$ cat src/hdl/dcl_pkg.sv
package dcl_pkg;

    // Configuration register indexes
    localparam int unsigned CFG_INDEX_W = 3;
    localparam int unsigned CFG_DATA_W  = 16;

    typedef enum logic [CFG_INDEX_W-1:0] {
        CFG_COMMAND_TYPE   = 3'd0,
        CFG_PAYLOAD_LENGTH = 3'd1,
        CFG_INVALID_LIMIT  = 3'd2,
        CFG_DUTY_LIMIT     = 3'd3,
        CFG_ENABLE_MASK    = 3'd4
    } cfg_index_t;

    // Register reset values
    localparam logic [7:0]  RST_COMMAND_TYPE   = 8'd0;
    localparam logic [7:0]  RST_PAYLOAD_LENGTH = 8'd13;
    localparam logic [15:0] RST_INVALID_LIMIT  = 16'd3;
    localparam logic [14:0] RST_DUTY_LIMIT     = 15'd1000;
    localparam logic [7:0]  RST_ENABLE_MASK    = 8'd1;

    // Saturation value of the invalid counter
    localparam logic [15:0] INVALID_MAX = 16'hFFFF;

    // Symmetric clamp of a signed duty to [-lim, +lim]
    function automatic logic signed [15:0] clamp_duty(
        input logic signed [15:0] d,
        input logic        [14:0] lim
    );
        logic signed [16:0] d_ext;
        logic signed [16:0] pos_lim;
        logic signed [16:0] neg_lim;
        logic signed [15:0] res;
        d_ext   = {d[15], d};
        pos_lim = {2'b00, lim};
        neg_lim = -pos_lim;
        if (d_ext > pos_lim)
        begin
            res = pos_lim[15:0];
        end
        else if (d_ext < neg_lim)
        begin
            res = neg_lim[15:0];
        end
        else
        begin
            res = d;
        end
        return res;
    endfunction

endpackage

$ cat src/hdl/drive_command_link_watchdog.sv
// Channel   | Handshake            | Payload
// ----------+----------------------+-----------------------------------------------
// input     | in_valid / in_stall  | kind, now_ms, header_ok, msg_type, ...
// output    | out_valid / out_stall| accepted, link_fresh, ..., expiry_time
// config    | cfg_write            | cfg_index, cfg_data (no read-back)
//
// Two register stages: an input register, then the check / state update and
// the report logic feeding the result register. One item per cycle sustained
// while out_stall is low; the result register is the only hold point.
// rst_n clears control state, the stored command and loads register defaults.
// A stalled result holds both registers and raises in_stall.
module drive_command_link_watchdog
(
    input  logic                              clk,
    input  logic                              rst_n,

    input  logic                              cfg_write,
    input  logic [dcl_pkg::CFG_INDEX_W-1:0]   cfg_index,
    input  logic [dcl_pkg::CFG_DATA_W-1:0]    cfg_data,

    input  logic                              in_valid,
    output logic                              in_stall,
    input  logic                              kind,
    input  logic [31:0]                       now_ms,
    input  logic                              header_ok,
    input  logic [7:0]                        msg_type,
    input  logic [7:0]                        pay_len,
    input  logic [15:0]                       sequence_req,
    input  logic [7:0]                        flags_byte,
    input  logic signed [15:0]                left_duty_in,
    input  logic signed [15:0]                right_duty_in,
    input  logic [31:0]                       timeout_in,

    output logic                              out_valid,
    input  logic                              out_stall,
    output logic                              accepted,
    output logic                              link_fresh,
    output logic                              command_valid,
    output logic [31:0]                       cmd_age,
    output logic [15:0]                       last_seq_out,
    output logic [15:0]                       invalid_count_out,
    output logic                              left_enabled,
    output logic signed [15:0]                left_duty_out,
    output logic                              right_enabled,
    output logic signed [15:0]                right_duty_out,
    output logic [31:0]                       expiry_time
);

    // Configuration registers
    logic [7:0]  command_type_reg;
    logic [7:0]  payload_length_reg;
    logic [15:0] invalid_limit_reg;
    logic [14:0] duty_limit_reg;
    logic [7:0]  enable_mask_reg;

    always_ff @(posedge clk or negedge rst_n)
    begin
        if (!rst_n)
        begin
            command_type_reg   <= dcl_pkg::RST_COMMAND_TYPE;
            payload_length_reg <= dcl_pkg::RST_PAYLOAD_LENGTH;
            invalid_limit_reg  <= dcl_pkg::RST_INVALID_LIMIT;
            duty_limit_reg     <= dcl_pkg::RST_DUTY_LIMIT;
            enable_mask_reg    <= dcl_pkg::RST_ENABLE_MASK;
        end
        else if (cfg_write)
        begin
            unique case (dcl_pkg::cfg_index_t'(cfg_index))
                dcl_pkg::CFG_COMMAND_TYPE:   command_type_reg   <= cfg_data[7:0];
                dcl_pkg::CFG_PAYLOAD_LENGTH: payload_length_reg <= cfg_data[7:0];
                dcl_pkg::CFG_INVALID_LIMIT:  invalid_limit_reg  <= cfg_data;
                dcl_pkg::CFG_DUTY_LIMIT:     duty_limit_reg     <= cfg_data[14:0];
                dcl_pkg::CFG_ENABLE_MASK:    enable_mask_reg    <= cfg_data[7:0];
                default: ;
            endcase
        end
    end

    // Pipeline control
    logic in_valid_reg;
    logic out_valid_reg;
    logic advance;
    logic fire;

    assign advance  = !out_valid_reg || !out_stall;
    assign fire     = in_valid_reg && advance;
    assign in_stall = !advance;

    always_ff @(posedge clk or negedge rst_n)
    begin
        if (!rst_n)
        begin
            in_valid_reg  <= 1'b0;
            out_valid_reg <= 1'b0;
        end
        else if (advance)
        begin
            in_valid_reg  <= in_valid;
            out_valid_reg <= in_valid_reg;
        end
    end

    // Input register
    logic               kind_reg;
    logic [31:0]        now_reg;
    logic               header_ok_reg;
    logic [7:0]         msg_type_reg;
    logic [7:0]         pay_len_reg;
    logic [15:0]        sequence_reg;
    logic [7:0]         flags_reg;
    logic signed [15:0] left_in_reg;
    logic signed [15:0] right_in_reg;
    logic [31:0]        timeout_in_reg;

    always_ff @(posedge clk)
    begin
        if (advance && in_valid)
        begin
            kind_reg         <= kind;
            now_reg          <= now_ms;
            header_ok_reg    <= header_ok;
            msg_type_reg     <= msg_type;
            pay_len_reg      <= pay_len;
            sequence_reg     <= sequence_req;
            flags_reg        <= flags_byte;
            left_in_reg      <= left_duty_in;
            right_in_reg     <= right_duty_in;
            timeout_in_reg   <= timeout_in;
        end
    end

    // Stored command state
    logic               stored_enable_reg, stored_enable_next;
    logic signed [15:0] stored_left_reg, stored_left_next;
    logic signed [15:0] stored_right_reg, stored_right_next;
    logic [31:0]        stored_timeout_reg, stored_timeout_next;
    logic [31:0]        arrival_reg, arrival_next;
    logic [15:0]        last_seq_reg, last_seq_next;
    logic               have_command_reg, have_command_next;
    logic [15:0]        invalid_count_reg, invalid_count_next;

    // Packet check and state update
    logic pkt_good;
    logic pkt_accept;

    always_comb
    begin
        pkt_good = header_ok_reg
                && (msg_type_reg == command_type_reg)
                && (pay_len_reg == payload_length_reg)
                && (timeout_in_reg != 32'd0)
                && !(have_command_reg && (sequence_reg == last_seq_reg));
        pkt_accept = !kind_reg && pkt_good;

        stored_enable_next  = stored_enable_reg;
        stored_left_next    = stored_left_reg;
        stored_right_next   = stored_right_reg;
        stored_timeout_next = stored_timeout_reg;
        arrival_next        = arrival_reg;
        last_seq_next       = last_seq_reg;
        have_command_next   = have_command_reg;
        invalid_count_next  = invalid_count_reg;

        if (pkt_accept)
        begin
            stored_enable_next  = (flags_reg & enable_mask_reg) != 8'd0;
            stored_left_next    = dcl_pkg::clamp_duty(left_in_reg, duty_limit_reg);
            stored_right_next   = dcl_pkg::clamp_duty(right_in_reg, duty_limit_reg);
            stored_timeout_next = timeout_in_reg;
            arrival_next        = now_reg;
            last_seq_next       = sequence_reg;
            have_command_next   = 1'b1;
            invalid_count_next  = 16'd0;
        end
        else if (!kind_reg && (invalid_count_reg != dcl_pkg::INVALID_MAX))
        begin
            invalid_count_next = invalid_count_reg + 16'd1;
        end
    end

    always_ff @(posedge clk or negedge rst_n)
    begin
        if (!rst_n)
        begin
            stored_enable_reg  <= 1'b0;
            stored_left_reg    <= '0;
            stored_right_reg   <= '0;
            stored_timeout_reg <= '0;
            arrival_reg        <= '0;
            last_seq_reg       <= '0;
            have_command_reg   <= 1'b0;
            invalid_count_reg  <= '0;
        end
        else if (fire)
        begin
            stored_enable_reg  <= stored_enable_next;
            stored_left_reg    <= stored_left_next;
            stored_right_reg   <= stored_right_next;
            stored_timeout_reg <= stored_timeout_next;
            arrival_reg        <= arrival_next;
            last_seq_reg       <= last_seq_next;
            have_command_reg   <= have_command_next;
            invalid_count_reg  <= invalid_count_next;
        end
    end

    // Report on the updated state
    logic [31:0]        age_raw;
    logic [31:0]        age_val;
    logic               fresh;
    logic               drive_on;
    logic signed [15:0] left_duty_val;
    logic signed [15:0] right_duty_val;

    always_comb
    begin
        age_raw = (now_reg >= arrival_next) ? (now_reg - arrival_next) : 32'd0;
        age_val = have_command_next ? age_raw : 32'd0;
        fresh   = have_command_next
               && (invalid_count_next < invalid_limit_reg)
               && (age_raw <= stored_timeout_next);
        drive_on = fresh && stored_enable_next;
        left_duty_val  = drive_on ? dcl_pkg::clamp_duty(stored_left_next, duty_limit_reg)
                                  : 16'sd0;
        right_duty_val = drive_on ? dcl_pkg::clamp_duty(stored_right_next, duty_limit_reg)
                                  : 16'sd0;
    end

    // Result register
    logic               accepted_reg;
    logic               healthy_reg;
    logic               command_valid_reg;
    logic [31:0]        age_reg;
    logic [15:0]        last_seq_out_reg;
    logic [15:0]        invalid_out_reg;
    logic signed [15:0] left_duty_reg;
    logic signed [15:0] right_duty_reg;
    logic [31:0]        expires_reg;

    always_ff @(posedge clk)
    begin
        if (fire)
        begin
            accepted_reg      <= pkt_accept;
            healthy_reg       <= fresh;
            command_valid_reg <= have_command_next;
            age_reg           <= age_val;
            last_seq_out_reg  <= last_seq_next;
            invalid_out_reg   <= invalid_count_next;
            left_duty_reg     <= left_duty_val;
            right_duty_reg    <= right_duty_val;
            expires_reg       <= drive_on ? (arrival_next + stored_timeout_next) : 32'd0;
        end
    end

    assign out_valid         = out_valid_reg;
    assign accepted          = accepted_reg;
    assign link_fresh        = healthy_reg;
    assign command_valid     = command_valid_reg;
    assign cmd_age           = age_reg;
    assign last_seq_out      = last_seq_out_reg;
    assign invalid_count_out = invalid_out_reg;
    assign left_enabled      = left_duty_reg != 16'sd0;
    assign left_duty_out     = left_duty_reg;
    assign right_enabled     = right_duty_reg != 16'sd0;
    assign right_duty_out    = right_duty_reg;
    assign expiry_time       = expires_reg;

endmodule
$ cat config.mk
export PLATFORM = sky130hd
export DESIGN_NAME = drive_command_link_watchdog
export DESIGN_NICKNAME = d
export VERILOG_FILES = /design/src/hdl/dcl_pkg.sv /design/src/hdl/drive_command_link_watchdog.sv
export SDC_FILE = /design/constraint.sdc
export NUM_CORES = 1
export LEC_CHECK = 0
export ABC_CLOCK_PERIOD_IN_PS = 9800
export BUFFER_PORTS_ARGS = -buffer_cell sky130_fd_sc_hd__buf_4
export CORE_ASPECT_RATIO = 1.25
export CORE_MARGIN = 1
export CORE_UTILIZATION = 60
export CTS_CLUSTER_DIAMETER = 100
export DETAILED_ROUTE_END_ITERATION = 10
export GPL_TIMING_DRIVEN = 0
export PLACE_DENSITY_LB_ADDON = 0.15
export SYNTH_ARGS = -nofsm -noshare
export SYNTH_HDL_FRONTEND = slang
export SYNTH_SLANG_ARGS = --single-unit
$ cat constraint.sdc
create_clock -name clk -period 9.8 [get_ports clk]
set_input_delay 0.98 -clock clk [delete_from_list [all_inputs] [get_ports clk]]
set_output_delay 0.98 -clock clk [all_outputs]
set_load 0.02 [all_outputs]
==> results.toml, run 1 <==
[run_status]
outcome = "finished with violations"
violations_in_the_final_reports = "max-capacitance violations, max-slew violations"

[grt]
grt_first_pass_wirelength_mm = 155
overflow = 0
groute.usage.overall = 0.443
pin_count_of_the_biggest_net_entering_global_routing = 120
grt_pass1_vias = 25500
antenna_found_initial = 3

[sta]
period_share = 0.985
min_period_ns = 9.65
setup-tns-final_ns = 0
final-hold-violation-count = 0
layout_setup_ws_ns = 0.150
max_slew.worst_pin.slew_ns = 1.63
final_setup_viols = 0
max_freq_ghz = 0.104
relSlewSlack = -0.0948
clock-skew-final_ns = 0.0610
timing.final.max_slew_violations = 6

[power_and_ir_drop]
peakVddDrop_uv = 157
power.density_cell_area_nw_per_um2 = 168
power_leakage_nw = 15.0
report.power.total_mw = 5.55

[floorplanning]
die_h_um = 244
core_area_um2 = 46100
placement_rows = 88
die_width_um = 196
top_level_ports = 297
initial_core_util = 0.609
die_area_um2 = 47700

[detailed_routing]
drtAntennaViolNets = 0
drt_iter0_drc = 2492
drt_wl_total_mm = 106
dr_total_vias = 25900
post_drt_wl_per_cell_um = 26.8
drcViolationCount = 0
first_pass_iters = 7
avgViaCountPerCell = 6.55

[cts]
cts_buffers = 47
clockRootBuffer = "sky130_fd_sc_hd__clkbuf_16"
clk_pin_slew_worst_paths_ns = 0.06
max-clock-path-buffers = 3
tritoncts = "yes"
worst_skew_pair.late_latency_ns = 0.65
clkSinkCount = 456
htree_num_levels = 2

[min_path]
hp-class = "in -> async"

[setup_path]
data_arrival_time_of_the_worst_path_ns = 9.97
reg2reg_slack_ns = 0.15
worstPathRequired_ns = 10.12
crit_fanout = 10
path_class = "reg -> reg"
worstSetupStartpointType = "register"
critical_path.n_buffers_inverters = 4
crit_slowest_cell = "sky130_fd_sc_hd__xnor2_1"
critical_path.most_common_cell = "sky130_fd_sc_hd__a21oi_1"
timing.critical_path.to_type = "register"
critical-path-top-delay-family = "compound AO/OA/AOI/OAI gates"
worst_path_largest_cell_delay_ns = 0.75

[logic_synthesis]
synth.yosys.warnings = 0
postSynthRegisterBits = 456
syn_area_um2 = 28100
synthesis.area_per_instance_um2 = 9.46
number_of_distinct_library_cells_after_synthesis = 92
synth_edf_count = 269
ys_dominant_reg_cell = "sky130_fd_sc_hd__edfxtp_1"
synth-seq-area-share = 0.454
syn-instance-count = 2970
asyncSetResetFlopFracSynth = 0.410
synthesis.nets = 3366

[place]
placement.cell_area_um2 = 31200
finalWeightedCongestion = 1.10
detailedPlace.worstSlack_ns = -1.95
port_buffers = 296
place_hpwl_mm = 78.7

[run]
timing.max_cap.violations = 2

[cells_and_area]
post_route_cells_drive_above_1_share = 0.156
fin_nets = 3721
post-route-cell-area_um2 = 33100
layout.cells.most_common = "sky130_fd_sc_hd__nand2_1"
area_growth_pct = 17.8
most_frequent_cells_in_the_layout = "596 x sky130_fd_sc_hd__nand2_1, 305 x sky130_fd_sc_hd__buf_4, 269 x sky130_fd_sc_hd__edfxtp_1, 234 x sky130_fd_sc_hd__ha_1, 215 x sky130_fd_sc_hd__nor2_1"
logic make-up (layout without fill, tap and decap cells):
family | count (synthesis) | in the layout | share of synthesized area
and+or+nand+nor | 1165 | 1165 | 0.187
AOI/OAI and AO/OA | 668 | 668 | 0.154
other | 0 | 4 | 0
DFF | 456 | 456 | 0.454
adders and majority gates | 237 | 237 | 0.105
buffers and inverters | 254 | 647 | 0.0347
xor gates and xnor gates | 116 | 116 | 0.0362
muxes | 74 | 74 | 0.0285
final cells by class:
type / count / area, µm²
Antenna cell: 4 / 10.0
Buffer: 130 / 536
Clock buffer: 61 / 1290
Clock inverter: 26 / 342
Fill cell: 3293 / 13000
Inverter: 121 / 463
Multi-Input combinational cell: 2260 / 14600
Sequential cell: 456 / 12800
Tap cell: 585 / 732
Timing Repair Buffer: 309 / 2400
synth_stat cells, drive strengths merged (11+ instances only):
| cell | count | area share |
|---|---|---|
| o21ai | 157 | 0.028 |
| a211oi | 18 | 0.0050 |
| nor2b | 28 | 0.0062 |
| nand3 | 52 | 0.0093 |
| mux2i | 25 | 0.0089 |
| o21a | 24 | 0.0064 |
| o22ai | 23 | 0.0051 |
| dfrtp | 175 | 0.16 |
| a31oi | 26 | 0.0058 |
| buf | 34 | 0.0053 |
| nor4 | 33 | 0.0078 |
| nand2 | 597 | 0.080 |
| edfxtp | 269 | 0.29 |
| a21o | 103 | 0.028 |
| and4 | 11 | 0.0034 |
| o211ai | 12 | 0.0032 |
| xor2 | 62 | 0.019 |
| ha | 234 | 0.10 |
| nor2 | 219 | 0.029 |
| o31ai | 23 | 0.0061 |
| o21bai | 12 | 0.0032 |
| inv | 121 | 0.016 |
| a21oi | 173 | 0.031 |
| xnor2 | 54 | 0.017 |
| mux2 | 49 | 0.020 |
| nand4 | 47 | 0.010 |
| and3 | 20 | 0.0045 |
| clkbuf | 99 | 0.013 |
| dfstp | 12 | 0.011 |
| and2 | 65 | 0.014 |
| nand2b | 18 | 0.0043 |
| nor3 | 36 | 0.0069 |
repair_timing:
item / in CTS / in global routing
hold buffers: 0 / 0
cloned: 0 / 0
pin swaps: 1 / 1
resized for setup: 29 / 31
setup endpoints to repair: 64 / 63
buffers inserted: 2 / 5
metal layers:
| layer | up-vias | wire, µm | global-route usage |
|---|---|---|---|
| li1 | 11300 | - | - |
| met3 | 502 | 9000 | 0.0843 |
| met4 | 0 | 10400 | 0.389 |
| met5 | - | 0 | 0 |
| met2 | 1657 | 49800 | 0.720 |
| met1 | 12400 | 36500 | 0.499 |
metrics by stage:
step,std cells,hold WS (ns),utilization
after floorplan,2970,0.438,-
after global routing,3949,0.351,0.718
after CTS,3943,0.337,0.714
final,3952,0.321,0.718
after detailed placement,3856,0.455,0.676
after global placement,3851,0.449,0.673
power breakdown:
group          internal [mW]  switching (mW)
clock                   1.08           0.831
combinational          0.455           0.844
sequential              2.22           0.126
total                   3.75            1.80
final timing paths:
path | from | endpoint | depth (start not counted)
max | duty_limit_reg[5] | left_duty_out[0] | 28
min | rst_n | arrival_reg[24] | 1
max reg2reg | duty_limit_reg[5] | left_duty_out[0] | 28
min reg2reg | stored_timeout_reg[30] | stored_timeout_reg[30] | 2
max in group asynchronous | rst_n | stored_left_reg[13] | 2
min in group clk | stored_timeout_reg[30] | stored_timeout_reg[30] | 2
Note: power is estimated with default switching activity, not from simulation.
==> run 2: changes to the inputs <==
CELL_PAD_IN_SITES_DETAIL_PLACEMENT = 0   (was unset)
CELL_PAD_IN_SITES_GLOBAL_PLACEMENT = 2   (was unset)
CORE_UTILIZATION = 38   (was 60)
==> results.toml, run 2 (synthesis results as in run 1) <==
[cts]
cts_buffers = 53
clk_pin_slew_worst_paths_ns = 0.06
clkSinkCount = 456
max-clock-path-buffers = 3
clockRootBuffer = "sky130_fd_sc_hd__clkbuf_16"
worst_skew_pair.late_latency_ns = 0.66
tritoncts = "yes"
htree_num_levels = 2

[detailed_routing]
first_pass_iters = 6
drtAntennaViolNets = 0
dr_total_vias = 24200
post_drt_wl_per_cell_um = 26.6
avgViaCountPerCell = 5.58
drcViolationCount = 0
drt_iter0_drc = 1694
drt_wl_total_mm = 116

[sta]
period_share = 0.983
timing.final.max_slew_violations = 10
final_setup_viols = 0
final-hold-violation-count = 0
layout_setup_ws_ns = 0.166
grt_setup_unrepaired = "no"
max_slew.worst_pin.slew_ns = 1.53
max_freq_ghz = 0.104
clock-skew-final_ns = 0.0356
min_period_ns = 9.63
relSlewSlack = -0.0235

[floorplanning]
die_area_um2 = 75100
die_h_um = 306
die_width_um = 245
initial_core_util = 0.384
placement_rows = 111
top_level_ports = 297
core_area_um2 = 73200

[cells_and_area]
multiInputGateArea_um2 = 14600
area_growth_pct = 20.4
layout.cells.most_common = "sky130_fd_sc_hd__nand2_1"
fin_nets = 3733
post_route_cells_drive_above_1_share = 0.163
post-route-cell-area_um2 = 33800
area.sequential_um2 = 12800
fillCellCount = 7061
most_frequent_cells_in_the_layout = "596 x sky130_fd_sc_hd__nand2_1, 309 x sky130_fd_sc_hd__buf_4, 269 x sky130_fd_sc_hd__edfxtp_1, 234 x sky130_fd_sc_hd__ha_1, 216 x sky130_fd_sc_hd__nor2_1"

[power_and_ir_drop]
power_leakage_nw = 15.1
power_switching_mw = 1.89
share_seq_of_total_power = 0.408
peakVddDrop_uv = 141
share_of_total_power_consumed_by_net_switching = 0.329
p_int_mw = 3.86
power_frac_comb = 0.229
clock_power_share = 0.363
power.density_cell_area_nw_per_um2 = 170

[setup_path]
crit_fanout = 10
crit_slowest_cell = "sky130_fd_sc_hd__nor4_4"
critical_path.n_buffers_inverters = 4
worst_path_largest_cell_delay_ns = 0.61
reg2reg_from = "duty_limit_reg[5]"
path_class = "reg -> reg"
critical_path.most_common_cell = "sky130_fd_sc_hd__a21oi_1"
data_arrival_time_of_the_worst_path_ns = 10.03
worstSetupStartpointType = "register"
worstPathRequired_ns = 10.19
timing.critical_path.from = "duty_limit_reg[5]"
critical-path-top-delay-family = "compound AO/OA/AOI/OAI gates"
timing.critical_path.to_type = "register"

[grt]
overflow = 0
groute.usage.overall = 0.308
pin_count_of_the_biggest_net_entering_global_routing = 106
antenna_found_initial = 1
grt_first_pass_wirelength_mm = 167
grt_pass1_vias = 24800

[run_status]
outcome = "finished with violations"
violations_in_the_final_reports = "max-capacitance violations, max-slew violations"

[place]
finalWeightedCongestion = 0.963
port_buffers = 296
placement.cell_area_um2 = 31700
place_hpwl_mm = 90.2
detailedPlace.worstSlack_ns = -2.42

[min_path]
hp-class = "in -> async"

[run]
timing.max_cap.violations = 1
[run 2: worst paths after layout]
path	endpoint	cells after the start	slack [ns]
max	left_duty_out[4]	30	0.17
min in group clk	arrival_reg[28]	2	0.47
max in group asynchronous	duty_limit_reg[0]	2	8.26
min reg2reg	arrival_reg[28]	2	0.47
min	arrival_reg[25]	1	0.35
max reg2reg	left_duty_out[4]	30	0.17
[run 2: per-stage QoR]
stage | TNS, ns | hold slack, ns | util | total power [mW] | instances
floorplan | 0 | 0.438 | - | 3.08 | 2970
global placement | -121.84 | 0.449 | 0.431 | 3.64 | 4226
detailed placement | -102.28 | 0.456 | 0.433 | 3.66 | 4234
CTS | 0 | 0.369 | 0.461 | 5.77 | 4340
global route | 0 | 0.398 | 0.462 | 5.97 | 4342
finish | 0 | 0.351 | 0.462 | 5.75 | 4343
[run 2: cell type report]
type                            count  share of cell area
Sequential cell                   456               0.378
Clock buffer                       67              0.0413
Timing Repair Buffer              314              0.0729
Tap cell                          960              0.0355
Buffer                            131              0.0161
Clock inverter                     32              0.0114
Antenna cell                        2            0.000148
Multi-Input combinational cell   2260               0.431
Inverter                          121              0.0137
[run 2: power by group through the flow]
stage | sequential, mW | combinational [mW] | clock [mW]
5_1_grt | 2.36 | 1.42 | 2.19
4_1_cts | 2.35 | 1.30 | 2.12
6_report | 2.35 | 1.32 | 2.09
2_1_floorplan | 2.40 | 0.676 | 0
3_3_place_gp | 2.40 | 1.25 | 0
3_5_place_dp | 2.38 | 1.28 | 0
[run 2: metal layers]
layer,vias to the layer above,global-route usage,part of all wire
li1,11400,-,-
met1,11800,0.359,0.39
met2,762,0.532,0.49
met3,234,0.0368,0.044
met4,0,0.195,0.071
met5,-,0,0
[run 2: what timing repair did]
item	4_1_cts	5_1_grt
hold endpoints to repair	0	0
hold buffers	0	0
pin swaps	2	2
cloned	0	0
setup endpoints to repair	64	64
resized for setup	42	23
setup buffers	8	2
